### src/rtl/core/rrep_pkg.sv
package rrep_pkg;

    localparam int MAX_ROW_PIXELS = 2048;
    localparam int COL_W          = $clog2(MAX_ROW_PIXELS);
    localparam int LEN_W          = COL_W + 1;
    localparam int QW             = COL_W - 1;
    localparam int MEM_AW         = QW + 1;
    localparam int DIV_SHIFT      = COL_W + 1;
    localparam int DIV_MULT       = (2 ** DIV_SHIFT + 2) / 3;

    localparam int CFG_IDX_W  = 3;
    localparam int CFG_DATA_W = 12;

    localparam logic [CFG_IDX_W-1:0] REG_ROW_PIXELS  = 3'd0;
    localparam logic [CFG_IDX_W-1:0] REG_GREYSCALE   = 3'd1;
    localparam logic [CFG_IDX_W-1:0] REG_MIRROR      = 3'd2;
    localparam logic [CFG_IDX_W-1:0] REG_INVERT_MASK = 3'd3;
    localparam logic [CFG_IDX_W-1:0] REG_ZERO_MASK   = 3'd4;
    localparam logic [CFG_IDX_W-1:0] REG_BLUR        = 3'd5;
    localparam logic [CFG_IDX_W-1:0] REG_THRESHOLD   = 3'd6;

    localparam logic CMD_PIXEL = 1'b0;
    localparam logic CMD_FLUSH = 1'b1;

    localparam logic [7:0] CHANNEL_MAX     = 8'd255;
    localparam logic [7:0] THRESHOLD_LEVEL = 8'd127;

    typedef struct packed {
        logic       cmd;
        logic [7:0] red_in;
        logic [7:0] green_in;
        logic [7:0] blue_in;
    } t_in_word;

    typedef struct packed {
        logic [7:0] red_out;
        logic [7:0] green_out;
        logic [7:0] blue_out;
        logic       row_end;
    } t_out_word;

    typedef struct packed {
        logic [CFG_DATA_W-1:0] row_pixels;
        logic                  greyscale_on;
        logic                  mirror_on;
        logic [2:0]            invert_mask;
        logic [2:0]            zero_mask;
        logic                  blur_on;
        logic                  threshold_on;
    } t_cfg;

    typedef struct packed {
        logic       valid;
        logic       full;
        logic [1:0] sel;
        logic       last;
    } t_rd_tag;

    typedef struct packed {
        logic                       wr_en;
        logic [1:0]                 wr_way;
        logic [MEM_AW-1:0]          wr_addr;
        logic [23:0]                wr_data;
        logic [2:0][MEM_AW-1:0]     rd_addr;
    } t_mem_req;

    function automatic logic [7:0] div3_sum(input logic [9:0] s);
        logic [19:0] prod;
        prod = {10'd0, s} * 20'd683;
        return prod[18:11];
    endfunction

    function automatic logic [QW-1:0] div3_col(input logic [COL_W-1:0] c);
        logic [COL_W+DIV_SHIFT-1:0] prod;
        prod = {{DIV_SHIFT{1'b0}}, c} * (COL_W + DIV_SHIFT)'(DIV_MULT);
        return prod[DIV_SHIFT +: QW];
    endfunction

    function automatic logic [LEN_W-1:0] row_len(input logic [CFG_DATA_W-1:0] v);
        logic [LEN_W-1:0] res;
        if (v == '0) begin
            res = LEN_W'(1);
        end else if ({1'b0, v} > (CFG_DATA_W + 1)'(MAX_ROW_PIXELS)) begin
            res = LEN_W'(MAX_ROW_PIXELS);
        end else begin
            res = LEN_W'(v);
        end
        return res;
    endfunction

endpackage

### src/rtl/core/rrep_ctrl.sv
module rrep_ctrl
    import rrep_pkg::*;
(
    input  logic     i_clk,
    input  logic     i_rst_n,
    input  t_cfg     i_cfg,
    input  logic     i_accept,
    input  t_in_word i_word,
    output t_mem_req o_req,
    output t_rd_tag  o_tag
);

    logic             r_pending, n_pending;
    logic             r_bank, n_bank;
    logic [COL_W-1:0] r_wcol, n_wcol;
    logic [QW-1:0]    r_wq, n_wq;
    logic [1:0]       r_wr, n_wr;
    logic [COL_W-1:0] r_rpos, n_rpos;
    logic [1:0]       r_rr, n_rr;
    t_rd_tag          r_tag;

    logic [LEN_W-1:0] len;
    logic [LEN_W-1:0] p_ext;
    logic [COL_W-1:0] gs;
    logic             have;
    logic             full;
    logic [LEN_W-1:0] c0_ext;
    logic [COL_W-1:0] c0;
    logic [QW-1:0]    q0;
    logic [COL_W-1:0] q3;
    logic [1:0]       r0;
    logic             wr_pixel;

    assign len   = row_len(i_cfg.row_pixels);
    assign p_ext = {1'b0, r_rpos};
    assign gs    = r_rpos - COL_W'(r_rr);
    assign have  = r_pending && (p_ext < len);
    assign full  = i_cfg.blur_on && (({1'b0, gs} + LEN_W'(2)) < len);

    always_comb begin
        if (full) begin
            c0_ext = i_cfg.mirror_on ? (len - LEN_W'(3) - {1'b0, gs}) : {1'b0, gs};
        end else begin
            c0_ext = i_cfg.mirror_on ? (len - LEN_W'(1) - p_ext) : p_ext;
        end
    end

    assign c0 = c0_ext[COL_W-1:0];
    assign q0 = div3_col(c0);
    assign q3 = {q0, 1'b0} + {1'b0, q0};
    assign r0 = 2'(c0 - q3);

    assign wr_pixel = i_accept && (i_word.cmd == CMD_PIXEL);

    always_comb begin
        o_req.wr_en   = wr_pixel;
        o_req.wr_way  = r_wr;
        o_req.wr_addr = {r_bank, r_wq};
        o_req.wr_data = {i_word.blue_in, i_word.green_in, i_word.red_in};
        for (int b = 0; b < 3; b++) begin
            o_req.rd_addr[b] = {~r_bank, q0 + QW'((2'(b) < r0) ? 1 : 0)};
        end
    end

    always_comb begin
        n_pending = r_pending;
        n_bank    = r_bank;
        n_wcol    = r_wcol;
        n_wq      = r_wq;
        n_wr      = r_wr;
        n_rpos    = r_rpos;
        n_rr      = r_rr;
        if (i_accept && r_pending) begin
            if (!have || ((p_ext + LEN_W'(1)) >= len)) begin
                n_pending = 1'b0;
                n_rpos    = '0;
                n_rr      = '0;
            end else begin
                n_rpos = r_rpos + COL_W'(1);
                if (r_rr == 2'd2) begin
                    n_rr = '0;
                end else begin
                    n_rr = r_rr + 2'd1;
                end
            end
        end
        if (wr_pixel) begin
            if (({1'b0, r_wcol} + LEN_W'(1)) >= len) begin
                n_pending = 1'b1;
                n_rpos    = '0;
                n_rr      = '0;
                n_bank    = ~r_bank;
                n_wcol    = '0;
                n_wq      = '0;
                n_wr      = '0;
            end else begin
                n_wcol = r_wcol + COL_W'(1);
                if (r_wr == 2'd2) begin
                    n_wr = '0;
                    n_wq = r_wq + QW'(1);
                end else begin
                    n_wr = r_wr + 2'd1;
                end
            end
        end
    end

    always_ff @(posedge i_clk) begin
        if (!i_rst_n) begin
            r_pending   <= 1'b0;
            r_bank      <= 1'b0;
            r_wcol      <= '0;
            r_wq        <= '0;
            r_wr        <= '0;
            r_rpos      <= '0;
            r_rr        <= '0;
            r_tag.valid <= 1'b0;
        end else begin
            r_pending   <= n_pending;
            r_bank      <= n_bank;
            r_wcol      <= n_wcol;
            r_wq        <= n_wq;
            r_wr        <= n_wr;
            r_rpos      <= n_rpos;
            r_rr        <= n_rr;
            r_tag.valid <= i_accept && have;
        end
        r_tag.full <= full;
        r_tag.sel  <= r0;
        r_tag.last <= (p_ext == (len - LEN_W'(1)));
    end

    assign o_tag = r_tag;

endmodule

### config.mk
export PLATFORM = sky130hd
export DESIGN_NAME = rrep_ctrl
export DESIGN_NICKNAME = d
export VERILOG_FILES = /design/src/rtl/core/rrep_pkg.sv /design/src/rtl/core/rrep_ctrl.sv
export SDC_FILE = /design/constraint.sdc
export NUM_CORES = 1
export LEC_CHECK = 0
export BUFFER_PORTS_ARGS = -buffer_cell sky130_fd_sc_hd__buf_4
export CAP_MARGIN = 20
export CORE_ASPECT_RATIO = 1.5
export CORE_MARGIN = 5
export CORE_UTILIZATION = 35
export DETAILED_ROUTE_END_ITERATION = 6
export PLACE_DENSITY = 0.51
export RECOVER_POWER = 25
export SETUP_SLACK_MARGIN = 0.15
export SYNTH_ARGS = -nofsm -noshare
export SYNTH_HDL_FRONTEND = slang
export SYNTH_SLANG_ARGS = --single-unit
### constraint.sdc
create_clock -name i_clk -period 14.75 [get_ports i_clk]
set_input_delay 2.95 -clock i_clk [delete_from_list [all_inputs] [get_ports i_clk]]
set_output_delay 2.95 -clock i_clk [all_outputs]
set_load 0.02 [all_outputs]
# Word-level counts from Yosys, hierarchy flattened
# Cells that the tools add are included.
# totals
in_bits	50
ff_bits	43
output_inout_bits	76
# classes
n_reduce_logical	11
bitwise	2
eq_ne	3
n_mux	26
addsub	18
n_lt_le_gt_ge	8
n_mul	1
# ops
operator	count
two-way mux 11 bit	8
adder 10 x 1 -> 10 bit	3
adder 11 x 1 -> 12 bit, second input constant	2
>= comparator 12 bit	2
two-way mux 12 bit	2
adder 11 x 1 -> 11 bit, second input constant	2
subtractor 11 bit	2
multiplier 11 x 10 -> 21 bit, second input constant	1
two-way mux 10 bit	2
two-way mux 2 bit	7
adder 11 x 2 -> 12 bit, second input constant	1
== test 11 x 12 -> 1 bit	1
> comparator 12 bit, second input constant	1
logical NOT 12 bit	1
< comparator 11 x 12 -> 1 bit	1
< comparator 12 bit	1
subtractor 12 x 1 -> 12 bit, second input constant	1
subtractor 11 x 2 -> 11 bit	1
subtractor 11 x 2 -> 11 bit, second input constant	1
adder 10 x 1 -> 10 bit, second input constant	1
two-way mux 1 bit	7
logical AND 1 bit	5
adder 2 x 1 -> 2 bit, second input constant	2
== test 2 bit, second input constant	2
other kinds (9)	12

# Longest topological paths before layout
# logic_depth
depth_word	13
ltp_mapped	47
depth_no_buf	47

# Worst setup path before layout
# No wires, ideal clock.
# synth_timing
path_type	input port to output port
from	input i_cfg[20] (netlist name)
to	output o_req[8] (netlist name)
cell_stages	42
required_time_ns	11.800
n_path_buf	0
slack_ns	0.622
t_arrival_ns	11.178
cell_sequence	nor4_1 a31oi_1 nor2_1 inv_1 ha_1 inv_1 ha_1 nor2b_1 o21ai_0 a21boi_0 o21ai_0 a21boi_0 o21ai_0 nand2_1 xnor2_1 mux2_2 o21ai_0 ha_1 [... 6 more ...] fa_1 inv_1 ha_1 a21o_1 a21oi_1 o21ai_0 o21ai_1 xnor2_1 ha_1 xnor2_1 xnor2_1 xnor2_1 nand2_1 ha_1 ha_1 nand2_1 nor2_1 xnor2_1
# synth_lines
item	line	text
start: declaration	rrep_ctrl.sv:6	input t_cfg i_cfg,
end: declaration	rrep_ctrl.sv:9	output t_mem_req o_req,

==> impl_metrics.yaml <==
final_layout:
  nets: 1287
  drive_above_1_share: 0.123
  multiInputGateArea_um2: 6600
  insertedDiodeCount: 0
  fillers: 2440
  regArea_um2: 861
  fin_util: 0.391
  syn_to_final_growth_pct: 10.7
  fin_area_um2: 8990
sta:
  min_period_ps: 14110
  rsz0062_at_grt: "no"
  hold_violations: 0
  finalSetupTns_ps: 0
  slew_viol_final: 0
  tightest_slew_ps: 896
  fin_crit_sh: 0.956
  fmax_mhz: 70.9
  final-setup-viol-count: 0
  relSlewSlack: 0.403
  fin_skew_ps: 11.1
routing:
  via_count: 7121
  routed_wl_mm: 22.7
  avgRoutedWirePerCell_um: 16.9
  drc_errors: 0
  avgViaCountPerCell: 5.32
  ant_nets: 0
  first_pass_iters: 4
  initialDrtViolationCount: 243
floorplanning:
  ios: 126
  die_h_um: 197
  rows: 68
  core_um2: 23000
  die_area_um2: 26400
  start_util: 0.353
  die_w_um: 134
worst_setup_path:
  slowest_delay_ps: 550
  path_class: "in -> out"
  slowest_stage: "fa_1"
  cp_max_fo: 5
  required_ps: 11800
  critPathCaptureType: "output pin"
  cp_common_cell: "ha_1"
  setup.worst_path.start_class: "primary input"
  cp.arrival_ps: 11160
placement:
  place_hpwl_mm: 19.3
  io_buffers: 69
  placed_area_um2: 8840
  routabilityCongestion: 0.828
flow_run:
  max-cap-violations: 0
yosys:
  syn-instance-count: 1011
  async_reset_ff_frac: 0
  synth_flop_cell: "dfxtp_1"
  synth_area_um2: 8120
  synth_nets: 1240
  avgSynthCellArea_um2: 8.03
  ys_seq_elements: 43
  synth_edf_count: 0
  ys_types: 83
  seq_area_frac_synth: 0.106
  yosys_warnings: 0
global_routing:
  grt_pass1_vias: 7281
  grt_pass1_wl_mm: 36.6
  track_usage: 0.171
  grt_max_degree: 30
  gr-total-overflow: 0
  antenna_found_initial: 0
hold_path:
  hp-class: "reg -> reg"
clock_tree:
  cts_max_level: 2
  clockBufferDepth: 2
  clock-sinks: 43
  clk_pin_slew_worst_paths_ps: 60
  clock_latency_ps: 300
  cts-root-buf: "clkbuf_16"
  cts_buffers: 5
  cts_tree: "yes"
status:
  status: "complete, no violations"
[metal layers]
| layer | vias to the layer above | routed length, um | track usage |
|---|---|---|---|
| met5 | - | 0 | 0 |
| met4 | 0 | 958 | 0.0758 |
| met3 | 49 | 572 | 0.0199 |
| met2 | 111 | 12700 | 0.342 |
| met1 | 3361 | 8470 | 0.174 |
| li1 | 3600 | - | - |
[synthesized netlist by cell type, types with 24 or more instances]
cell | n | area (um^2)
xnor2_1 | 60 | 526
dfxtp_1 | 43 | 861
a21oi_1 | 42 | 210
buf_4 | 30 | 225
ha_1 | 152 | 1900
inv_1 | 103 | 387
nand2_1 | 80 | 300
o21ai_0 | 41 | 205
nand3_1 | 30 | 150
nor2_1 | 62 | 233
xor2_1 | 44 | 385
fa_1 | 27 | 541
a21o_1 | 24 | 180
[metrics by stage]
stage / cells / worst slack, ps / hold WS [ps]
after floorplan: 1011 / 622 / 445
after global routing: 1339 / 91.8 / 518
after CTS: 1338 / 173 / 476
after detailed placement: 1330 / 147 / 467
after global placement: 1330 / 225 / 469
final: 1339 / 645 / 479
[area by class of cell]
class,instances,area share
clock buffer,5,0.0139
clock inverter,3,0.00264
inverter,106,0.0442
multi-input combinational,806,0.734
sequential,43,0.0957
tap,280,0.0390
timing repair buffer,96,0.0710
[registers in the layout, indices dropped and copies added, names as in the netlist]
name and flops:
r_bank 1, r_rpos 11, r_pending 1, r_rr 2, r_wcol 11, o_tag 5, r_wq 10, r_wr 2
[timing repair]
| action | CTS | global route |
|---|---|---|
| setup endpoints to repair | 1 | 30 |
| hold buffers | 0 | 0 |
| gates cloned | 0 | 0 |
| hold endpoints to repair | 0 | 0 |
| pin swaps | 0 | 5 |
| gates resized for setup | 1 | 23 |
| buffers inserted | 0 | 1 |
[critical path, delay by kind of cell]
| kind | cells | cell delay (ps) |
|---|---|---|
| simple gates | 5 | 380 |
| xor+xnor | 6 | 1060 |
| buf+inv | 7 | 770 |
| compound gates | 11 | 1930 |
| fa+ha+maj | 12 | 4060 |
[cell usage in the layout (no fill, tap or decap), types with 30 or more instances in the layout]
| cell type | n |
|---|---|
| dfxtp_1 | 43 |
| ha_1 | 151 |
| buf_4 | 74 |
| inv_1 | 103 |
| xor2_1 | 44 |
| nand2_1 | 79 |
| xnor2_1 | 60 |
| nor2_1 | 62 |
| nand3_1 | 30 |
| o21ai_0 | 35 |
| a21oi_1 | 41 |
[final timing paths]
check	startpoint	endpoint	slack, ps	depth (start not counted)
hold / removal	r_rr[1]	r_rr[1]	480	2
setup / recovery	i_cfg[15]	o_req[17]	640	41
hold reg to reg	r_rr[1]	r_rr[1]	480	2
setup reg to reg	r_rpos[0]	o_tag[2]	5230	39
[kinds of logic (layout without fill, tap and decap cells)]
family          Yosys count  after routing  synth area share
simple gates            294            294             0.184
compound gates          223            223             0.196
fa+ha+maj               179            179             0.301
buf+inv                 162            210            0.0911
xor+xnor                105            105             0.114
flops                    43             43             0.106
mux                       5              5           0.00801
Power is not shown: default switching activity piles up to over one toggle a cycle in this logic, so the estimate is an artifact.
