==> config.mk <==
export PLATFORM = sky130hd
export DESIGN_NAME = rrep_fx
export DESIGN_NICKNAME = d
export VERILOG_FILES = /design/src/rtl/core/rrep_pkg.sv /design/src/rtl/core/rrep_fx.sv
export SDC_FILE = /design/constraint.sdc
export NUM_CORES = 1
export LEC_CHECK = 0
export ABC_AREA = 1
export BUFFER_PORTS_ARGS = -buffer_cell sky130_fd_sc_hd__buf_2
export CORE_AREA = 2 2 217 219
export DETAILED_ROUTE_END_ITERATION = 6
export DIE_AREA = 0 0 219 221
export HOLD_SLACK_MARGIN = 0.03
export SETUP_SLACK_MARGIN = 0.05
export SYNTH_ARGS = -nofsm -noshare
export SYNTH_HDL_FRONTEND = slang
export SYNTH_SLANG_ARGS = --single-unit
==> constraint.sdc <==
create_clock -name i_clk -period 6.04 [get_ports i_clk]
set_clock_uncertainty 0.05 [all_clocks]
set_input_delay 0.302 -clock i_clk [delete_from_list [all_inputs] [get_ports i_clk]]
set_output_delay 0.302 -clock i_clk [all_outputs]
set_load 0.05 [all_outputs]
==> src/rtl/core/rrep_pkg.sv <==
package rrep_pkg;

    localparam int MAX_ROW_PIXELS = 2048;
    localparam int COL_W          = $clog2(MAX_ROW_PIXELS);
    localparam int LEN_W          = COL_W + 1;
    localparam int QW             = COL_W - 1;
    localparam int MEM_AW         = QW + 1;
    localparam int DIV_SHIFT      = COL_W + 1;
    localparam int DIV_MULT       = (2 ** DIV_SHIFT + 2) / 3;

    localparam int CFG_IDX_W  = 3;
    localparam int CFG_DATA_W = 12;

    localparam logic [CFG_IDX_W-1:0] REG_ROW_PIXELS  = 3'd0;
    localparam logic [CFG_IDX_W-1:0] REG_GREYSCALE   = 3'd1;
    localparam logic [CFG_IDX_W-1:0] REG_MIRROR      = 3'd2;
    localparam logic [CFG_IDX_W-1:0] REG_INVERT_MASK = 3'd3;
    localparam logic [CFG_IDX_W-1:0] REG_ZERO_MASK   = 3'd4;
    localparam logic [CFG_IDX_W-1:0] REG_BLUR        = 3'd5;
    localparam logic [CFG_IDX_W-1:0] REG_THRESHOLD   = 3'd6;

    localparam logic CMD_PIXEL = 1'b0;
    localparam logic CMD_FLUSH = 1'b1;

    localparam logic [7:0] CHANNEL_MAX     = 8'd255;
    localparam logic [7:0] THRESHOLD_LEVEL = 8'd127;

    typedef struct packed {
        logic       cmd;
        logic [7:0] red_in;
        logic [7:0] green_in;
        logic [7:0] blue_in;
    } t_in_word;

    typedef struct packed {
        logic [7:0] red_out;
        logic [7:0] green_out;
        logic [7:0] blue_out;
        logic       row_end;
    } t_out_word;

    typedef struct packed {
        logic [CFG_DATA_W-1:0] row_pixels;
        logic                  greyscale_on;
        logic                  mirror_on;
        logic [2:0]            invert_mask;
        logic [2:0]            zero_mask;
        logic                  blur_on;
        logic                  threshold_on;
    } t_cfg;

    typedef struct packed {
        logic       valid;
        logic       full;
        logic [1:0] sel;
        logic       last;
    } t_rd_tag;

    typedef struct packed {
        logic                       wr_en;
        logic [1:0]                 wr_way;
        logic [MEM_AW-1:0]          wr_addr;
        logic [23:0]                wr_data;
        logic [2:0][MEM_AW-1:0]     rd_addr;
    } t_mem_req;

    function automatic logic [7:0] div3_sum(input logic [9:0] s);
        logic [19:0] prod;
        prod = {10'd0, s} * 20'd683;
        return prod[18:11];
    endfunction

    function automatic logic [QW-1:0] div3_col(input logic [COL_W-1:0] c);
        logic [COL_W+DIV_SHIFT-1:0] prod;
        prod = {{DIV_SHIFT{1'b0}}, c} * (COL_W + DIV_SHIFT)'(DIV_MULT);
        return prod[DIV_SHIFT +: QW];
    endfunction

    function automatic logic [LEN_W-1:0] row_len(input logic [CFG_DATA_W-1:0] v);
        logic [LEN_W-1:0] res;
        if (v == '0) begin
            res = LEN_W'(1);
        end else if ({1'b0, v} > (CFG_DATA_W + 1)'(MAX_ROW_PIXELS)) begin
            res = LEN_W'(MAX_ROW_PIXELS);
        end else begin
            res = LEN_W'(v);
        end
        return res;
    endfunction

endpackage

==> src/rtl/core/rrep_fx.sv <==
module rrep_fx
    import rrep_pkg::*;
(
    input  logic             i_clk,
    input  logic             i_rst_n,
    input  t_cfg             i_cfg,
    input  t_rd_tag          i_tag,
    input  logic [2:0][23:0] i_rdata,
    output logic [1:0]       o_busy,
    output logic             o_valid,
    output t_out_word        o_word
);

    logic             r_a_valid;
    logic             r_a_full;
    logic [1:0]       r_a_sel;
    logic             r_a_last;
    logic [2:0][23:0] r_a_pix;
    logic [2:0][23:0] n_a_pix;

    logic             r_b_valid;
    t_out_word        r_b_word;
    logic [23:0]      n_b_pix;

    always_comb begin
        logic [7:0] ch [3];
        logic [7:0] grey;
        for (int w = 0; w < 3; w++) begin
            ch[0] = i_rdata[w][7:0];
            ch[1] = i_rdata[w][15:8];
            ch[2] = i_rdata[w][23:16];
            grey  = div3_sum({2'b00, ch[0]} + {2'b00, ch[1]} + {2'b00, ch[2]});
            for (int i = 0; i < 3; i++) begin
                if (i_cfg.greyscale_on) begin
                    ch[i] = grey;
                end
                if (i_cfg.invert_mask[i]) begin
                    ch[i] = CHANNEL_MAX - ch[i];
                end
                if (i_cfg.zero_mask[i]) begin
                    ch[i] = '0;
                end
            end
            n_a_pix[w] = {ch[2], ch[1], ch[0]};
        end
    end

    always_comb begin
        logic [7:0] v;
        n_b_pix = r_a_pix[r_a_sel];
        for (int i = 0; i < 3; i++) begin
            if (r_a_full) begin
                v = div3_sum({2'b00, r_a_pix[0][8*i +: 8]} + {2'b00, r_a_pix[1][8*i +: 8]}
                             + {2'b00, r_a_pix[2][8*i +: 8]});
            end else begin
                v = n_b_pix[8*i +: 8];
            end
            if (i_cfg.threshold_on) begin
                v = (v >= THRESHOLD_LEVEL) ? CHANNEL_MAX : 8'd0;
            end
            n_b_pix[8*i +: 8] = v;
        end
    end

    always_ff @(posedge i_clk) begin
        if (!i_rst_n) begin
            r_a_valid <= 1'b0;
            r_b_valid <= 1'b0;
        end else begin
            r_a_valid <= i_tag.valid;
            r_b_valid <= r_a_valid;
        end
        r_a_full           <= i_tag.full;
        r_a_sel            <= i_tag.sel;
        r_a_last           <= i_tag.last;
        r_a_pix            <= n_a_pix;
        r_b_word.red_out   <= n_b_pix[7:0];
        r_b_word.green_out <= n_b_pix[15:8];
        r_b_word.blue_out  <= n_b_pix[23:16];
        r_b_word.row_end   <= r_a_last;
    end

    assign o_busy  = {1'b0, r_a_valid} + {1'b0, r_b_valid};
    assign o_valid = r_b_valid;
    assign o_word  = r_b_word;

endmodule

Word-level counts from Yosys, hierarchy flattened --
Index checks and enable logic that the tools add are counted.
Word-level totals: register bits after elaboration 103, input bits 101
Cells by class: $add $sub $neg 22, $mul 6, order comparisons 4, muxes and demuxes 29
Operators by type and width (count):
- $mux 8 | 27
- $mul 10x10->19 const B | 6
- $sub 8x8->8 const A | 9
- $add 9x8->10 | 6
- $add 8x8->9 | 6
- $bmux 24 s2 | 1
- $ge 8x7->1 const B | 3
- $mux 24 | 1
- $lt 2x3->1 const B | 1
- $add 1x1->2 | 1

Logic depth before layout (Yosys ltp) --
Gate-level depths: netlist of the first run.
word-level depth 7, depth in mapped cells 40

Worst setup path after synthesis of the first run --
No wires, ideal clock.
path type register -> register, start point reg r_a_pix[9] (netlist bit), end point reg r_b_word, in the netlist o_word[10], setup time 62 ps, arrival time 5719 ps, data required time 5928 ps, slack 209 ps, stages on the path, launching flop included 34, buffers on the path 0, clock period less this slack 5831 ps, cells stage by stage dfxtp_1 -> inv_1 -> fa_1 -> inv_1 -> ha_1 -> inv_1 -> fa_1 -> nand3b_1 -> nand2_1 -> nand2_1 -> nor2_2 -> nor2_1 -> xor2_1 -> ha_1 -> ha_1 -> inv_1 -> fa_1 -> inv_1 -> fa_1 -> inv_1 -> fa_1 -> inv_1 -> ha_1 -> a21oi_1 -> o21ai_0 -> a21oi_1 -> nand3_1 -> nand3_1 -> nand2_1 -> inv_1 -> nand2_1 -> nor2_1 -> nand3_2 -> nand3_1
Between the ends: longest elaborated chain between the ends 7, elaborated cells on any way between the ends 9
RTL lines:
- start: declaration | line rrep_fx.sv:18 | logic [2:0][23:0] r_a_pix;
- start signal: assignment | line rrep_fx.sv:76 | r_a_pix <= n_a_pix;
- $add 8x8->9 | line rrep_fx.sv:53 | v = div3_sum({2'b00, r_a_pix[0][8*i +: 8]} + {2'b00, r_a_pix[1][8*i +: 8]}
- $add 9x8->10 | line rrep_fx.sv:54 | + {2'b00, r_a_pix[2][8*i +: 8]});
- $mul 10x10->19 | line rrep_pkg.sv:69 | prod = {10'd0, s} * 20'd683;
- $mux 8 (*) | line rrep_fx.sv:52 | if (r_a_full) begin
- $ge 8x7->1 | line rrep_fx.sv:59 | v = (v >= THRESHOLD_LEVEL) ? CHANNEL_MAX : 8'd0;
- $mux 8 | line rrep_fx.sv:59
- $mux 8 (*) | line rrep_fx.sv:58 | if (i_cfg.threshold_on) begin
- via n_b_pix[9] | line rrep_fx.sv:23 | logic [23:0] n_b_pix;
- end: declaration | line rrep_fx.sv:22 | t_out_word r_b_word;
Mark *: on every way through the listed nets, which the timed path passes. The rest lies on a longest branch. The select of a mux whose other input is x is not followed. A chain may end at the register's enable or synchronous reset.

Worst setup path after layout of the first run --
start point reg r_a_pix[33] (netlist bit), end point reg r_b_word, in the netlist o_word[9]
Same word-level chain as after synthesis.

==> flow_summary.json, run 1 <==
{
  "via_per_inst": 5.06,
  "tritoncts.num_buffers": 9,
  "outcome": "complete, no violations",
  "grt_usage_pct": 22.1,
  "fp.dieH_um": 221,
  "dr.pass1.iters": 5,
  "path_max_fanout": 8,
  "r2r_start": "r_a_pix[33]",
  "tightest_slew_ps": 928,
  "grt_pass1_vias": 17678,
  "drive_above_1_share_pct": 25.4,
  "num_vias": 17665,
  "max_freq_mhz": 167,
  "grt_max_degree": 85,
  "layout.nets": 3543,
  "yosysSeqAreaShare_pct": 10.8,
  "synth_compound_area_share_pct": 10.6,
  "cpMaxStageDelayCell": "fa_1",
  "async_reset_ff_share_pct": 0,
  "hold_viol_final": 0,
  "nFillCells": 4430,
  "synth_enable_flop_cells": 0,
  "initial_core_util_pct": 41.5,
  "synthAdderAreaFrac_pct": 43.6,
  "slew_viol_final": 0,
  "io_buffer_count": 114,
  "max_stage_delay_ps": 510,
  "synth_xor_area_share_pct": 2.97,
  "startpoint": "r_a_pix[33]",
  "gp_congestion": 0.912,
  "die_width_um": 219,
  "r2r-end": "o_word[9]",
  "syn_inst": 2552,
  "grt_first_pass_wirelength_um": 86400,
  "grt-ovfl-total": 0,
  "required_ps": 6300,
  "cp-end-kind": "flip-flop",
  "synth.distinct_cells": 51,
  "placed_cell_area_mm2": 0.0219,
  "die_area_mm2": 0.0484,
  "tritoncts": "built",
  "drv_cap": 0,
  "reg2regPathDepth": 35,
  "drc": 0,
  "crit_arrival_ps": 6250,
  "yosys.area_share.simple_pct": 22.6,
  "synth_top_family_by_area": "adder cells",
  "rows": 79,
  "coreArea_mm2": 0.0461,
  "clk_latency_ps": 370,
  "worstSetupPathType": "reg -> reg",
  "cts_root_buf": "clkbuf_16",
  "wl_per_cell_um": 15.4,
  "synth.avg_cell_area_um2": 7.49,
  "wl_um": 53900,
  "tns_ps": 0,
  "cts_sinks": 103,
  "min_period_ps": 5990,
  "areaGrowthSynthToFinish_pct": 24.2,
  "clkTransAtPathRegs_ps": 80,
  "slew_headroom_pct": 38.1,
  "ant_nets": 0,
  "htree_num_levels": 3,
  "synth.ff_latch_count": 103,
  "rsz0062_at_grt": "yes",
  "syn-num-nets": 3214,
  "ios": 129,
  "ys_warn_count": 0,
  "rrSetupSlack_ps": 50,
  "synth_ff_type": "dfxtp_1",
  "start_kind": "flip-flop",
  "synth.area.mux_share_pct": 0,
  "fin_crit_sh_pct": 99.1,
  "clockBufferDepth": 2,
  "drt-initial-drc-count": 786,
  "antenna_found_initial": 5,
  "final_area_mm2": 0.0237,
  "syn_area_mm2": 0.0191,
  "min_path_type": "in -> reg",
  "crit_end": "o_word[9]",
  "dp.final_hpwl_um": 46000,
  "setup_viol": 0
}
## metal layers
layer | GRT usage (%) | wire length [µm] | up-vias
met3 | 2.65 | 2350 | 66
li1 | - | - | 8971
met4 | 6.71 | 1500 | 8
met1 | 29.3 | 24700 | 8285
met5 | 0 | 54 | -
met2 | 37.4 | 25300 | 335
## stage by stage
step | hold slack, ps | setup WS, ps | cells | util, %
after global placement | 261 | -330 | 3451 | 47.6
after CTS | 57.1 | 52.2 | 3478 | 49.0
final | 68.0 | 52.7 | 3494 | 51.6
after global routing | 58.7 | -245 | 3494 | 51.6
after floorplan | 260 | 209 | 2552 | -
after detailed placement | 269 | -324 | 3451 | 47.6
## worst min-delay path by stage
| stage | start | depth (start not counted) | slack (ps) | to |
|---|---|---|---|---|
| after floorplan | r_a_last | 0 | 260 | o_word[0] |
| after detailed placement | r_a_last | 0 | 270 | o_word[0] |
| after global routing | i_tag[4] | 3 | 60 | r_a_valid |
| final | i_tag[4] | 3 | 70 | r_a_valid |
| after CTS | i_tag[4] | 3 | 60 | r_a_valid |
| after global placement | r_a_last | 0 | 260 | o_word[0] |
## timing repair
item                                    in CTS  in global routing
hold endpoints to repair                     4                  0
pin swaps                                   46                 97
endpoints found under the setup margin      25                 91
buffers inserted                             7                 15
hold buffers                                 4                  0
resized for setup                           67                249
## cells in the mapped netlist (5+ instances only)
cell type | number | area share, %
nand3b_1 | 6 | 0.24
o21ai_0 | 92 | 2.4
or2_2 | 61 | 2.0
o21ai_1 | 12 | 0.31
nand3_2 | 5 | 0.26
ha_1 | 385 | 25
dfxtp_1 | 103 | 11
a21o_1 | 7 | 0.27
fa_1 | 176 | 18
xnor2_1 | 25 | 1.1
buf_2 | 6 | 0.16
nand2_2 | 8 | 0.26
xor2_1 | 36 | 1.6
nor2_2 | 5 | 0.16
buf_1 | 10 | 0.20
and2_1 | 5 | 0.16
clkbuf_1 | 26 | 0.51
o21ai_2 | 5 | 0.23
nor2_1 | 184 | 3.6
nand4_1 | 12 | 0.39
a21oi_1 | 212 | 5.6
o211ai_1 | 12 | 0.47
nor3_1 | 11 | 0.29
nand2_1 | 459 | 9.0
nand3_1 | 223 | 5.8
o21bai_1 | 12 | 0.47
inv_1 | 416 | 8.2
## cell families (layout without fill, tap and decap cells)
| group | after synthesis | after routing |
|---|---|---|
| other | 0 | 1 |
| buffers and inverters | 468 | 802 |
| AO/OA/AOI/OAI | 370 | 370 |
| adder cells (fa/ha/maj) | 561 | 561 |
| XOR/XNOR | 63 | 63 |
| AND/OR/NAND/NOR | 987 | 987 |
| flip-flops | 103 | 103 |
## final cells by class
| cell class | instances | area [µm²] | area share, % |
|---|---|---|---|
| antenna | 1 | 2.50 | 0.0105 |
| clock buffer | 10 | 239 | 1.01 |
| clock inverter | 6 | 66.3 | 0.279 |
| inverter | 421 | 1590 | 6.69 |
| multi-input combinational | 1981 | 16500 | 69.7 |
| sequential | 103 | 2080 | 8.74 |
| tap | 607 | 759 | 3.20 |
| timing repair buffer | 365 | 2480 | 10.4 |
## critical path: cells and delay by family, from the launching register on
| kind | cells | cell delay [ps] |
|---|---|---|
| flip-flops | 1 | 340 |
| adder cells (fa/ha/maj) | 9 | 3330 |
| buffers and inverters | 9 | 490 |
| XOR/XNOR | 1 | 150 |
| AND/OR/NAND/NOR | 16 | 1560 |
## flip-flops by register name, summed over array words and instances, names as in the netlist
register and count:
r_a_pix 72, o_word 25, r_a_sel 2, o_valid 1, r_a_full 1, r_a_last 1
r_a_valid 1
## layout by cell type, fill, tap and decap left out, types with 4 or more instances in the layout
cell type      netlist  routed
nand2_1            459     421
inv_1              416     395
ha_1               385     346
buf_4                2     244
nand3_1            223     187
a21oi_1            212     177
fa_1               176     167
nor2_1             184     151
buf_2                6     114
dfxtp_1            103      94
o21ai_0             92      71
or2_2               61      60
nand3_2              5      38
nand2_2              8      37
a21oi_2              2      33
ha_4                 0      31
nor2_2               5      29
xor2_1              36      26
inv_2                3      23
xnor2_1             25      23
o21ai_1             12      21
o21ai_2              5      16
nand4_1             12      12
o211ai_1            12      12
xor2_2               1      11
o21bai_1            12      10
nor3_1              11      10
nand2_4              0       9
nor2_4               0       9
fa_2                 0       9
clkbuf_16            0       9
ha_2                 0       8
dfxtp_2              0       8
a21o_1               7       7
nand3b_1             6       6
o21bai_2             3       4
a21oi_4              0       4
dlygate4sd3_1        0       4
Power of run 1 is not shown: default switching activity piles up to over one toggle a cycle in this logic, so the estimate is an artifact.
==> inputs of run 2 (changes only) <==
--- a/config.mk
+++ b/config.mk
@@ -7,10 +7,11 @@
 export LEC_CHECK = 0
 export ABC_AREA = 1
 export BUFFER_PORTS_ARGS = -buffer_cell sky130_fd_sc_hd__buf_2
-export CORE_AREA = 2 2 217 219
+export CORE_AREA = 2 2 190 192
 export DETAILED_ROUTE_END_ITERATION = 6
-export DIE_AREA = 0 0 219 221
+export DIE_AREA = 0 0 192 194
 export HOLD_SLACK_MARGIN = 0.03
+export PLACE_DENSITY = 0.76
 export SETUP_SLACK_MARGIN = 0.05
 export SYNTH_ARGS = -nofsm -noshare
 export SYNTH_HDL_FRONTEND = slang
==> run 2 against run 1 <==
Against the previous run:
- global-route usage grew 5.9 points
- setup slack worse by 23 ps
- cell count decreased by 5.4%
- register-to-register slack lost 20 ps
- highest routed layer unchanged
==> flow_summary.json, run 2 (same netlist as run 1, synthesis figures left out) <==
{
  "outcome": "complete, no violations",
  "top_register": "r_a_pix",
  "num_vias": 17884,
  "min_path_type": "in -> reg",
  "drv_cap": 0,
  "worstSetupPathType": "reg -> reg",
  "drc": 0,
  "clockBufferDepth": 2,
  "slew_headroom_pct": 38.6,
  "drt-initial-drc-count": 979,
  "min_period_ps": 6010,
  "via_per_inst": 5.41,
  "die_width_um": 192,
  "initial_core_util_pct": 54.3,
  "required_ps": 6300,
  "rsz0062_at_grt": "yes",
  "cp_common_cell": "nand2_1",
  "ant_nets": 0,
  "wl_um": 52700,
  "cpMaxStageDelayCell": "fa_1",
  "gp_congestion": 0.945,
  "grt_usage_pct": 28.0,
  "cp-end-kind": "flip-flop",
  "clk_latency_ps": 370,
  "multi_input_area_mm2": 0.0163,
  "antenna_found_initial": 3,
  "grt_max_degree": 85,
  "clkTransAtPathRegs_ps": 80,
  "wl_per_cell_um": 15.9,
  "max_stage_delay_ps": 570,
  "fp.dieH_um": 194,
  "placed_cell_area_mm2": 0.0214,
  "cts_sinks": 103,
  "tightest_slew_ps": 920,
  "htree_num_levels": 3,
  "grt_pass1_vias": 17781,
  "slew_viol_final": 0,
  "final_common_cell": "nand2_1",
  "grt_first_pass_wirelength_um": 84700,
  "setup_viol": 0,
  "max_freq_mhz": 166,
  "cts_root_buf": "clkbuf_16",
  "hold_viol_final": 0,
  "nFillCells": 3009,
  "tritoncts": "built",
  "coreArea_mm2": 0.0352,
  "die_area_mm2": 0.0372,
  "path_max_fanout": 8,
  "io_buffer_count": 114,
  "fin_crit_sh_pct": 99.5,
  "start_kind": "flip-flop",
  "seqCellArea_mm2": 0.00208,
  "final_cell_mix": "nand2_1 (424), inv_1 (400), ha_1 (348), buf_4 (201), nand3_1 (194)",
  "areaGrowthSynthToFinish_pct": 20.5,
  "drive_above_1_share_pct": 23.0,
  "final_util_pct": 65.4,
  "crit_arrival_ps": 6270,
  "layout.nets": 3500,
  "dr.pass1.iters": 5,
  "grt-ovfl-total": 0,
  "tritoncts.num_buffers": 9,
  "final_area_mm2": 0.0230,
  "largest_register_ffs": 72,
  "dp.final_hpwl_um": 44400,
  "ios": 129,
  "rows": 69
}
[run 2: worst max-delay path, delay by kind of cell (launching register included)]
family                   cells  cell delay [ps]
flip-flops                   1              330
adder cells (fa/ha/maj)      9             3270
AND/OR/NAND/NOR             14             1560
AO/OA/AOI/OAI                1              270
buffers and inverters        6              470
[run 2: layout make-up]
class                   instances  share of cell area [%]
diodes                          2                  0.0217
flip-flops and latches        103                    9.01
clock buffers                  10                    1.04
repair buffers                322                    9.35
multi-input cells            1981                    70.9
clock inverters                 6                   0.266
well taps                     461                    2.50
inverters                     421                    6.89
[run 2: worst paths after layout]
check,startpoint,end,slack (ps),cells past startpoint
max,r_a_pix[57],o_word[15],30,30
min,i_tag[4],r_a_valid,70,3
max reg2reg,r_a_pix[57],o_word[15],30,30
min reg2reg,r_a_last,o_word[0],280,0
[run 2: metrics by stage]
| stage | setup TNS, ps | instances | hold slack (ps) | worst slack (ps) |
|---|---|---|---|---|
| detailed placement | -8780 | 3261 | 270 | -225 |
| global placement | -2650 | 3261 | 261 | -124 |
| global route | -4740 | 3304 | 80.9 | -245 |
| finish | 0 | 3306 | 72.5 | 29.3 |
| floorplan | 0 | 2552 | 260 | 209 |
| CTS | 0 | 3290 | 58.0 | 52.1 |
[run 2: timing repair]
action / in CTS / in global routing
endpoints found under the hold margin: 4 / 0
resized for setup: 87 / 183
setup endpoints to repair: 24 / 83
buffers inserted: 9 / 14
hold buffers: 4 / 0
pin swaps: 56 / 86
[run 2: per-layer routing]
metal / vias to the layer above / wire [µm] / global-route usage (%)
li1: 8880 / - / -
met1: 8417 / 23200 / 37.0
met2: 485 / 25400 / 48.1
met3: 100 / 2420 / 2.43
met4: 2 / 1640 / 9.05
met5: - / 11 / 0
Power of run 2 is left out for the same reason.
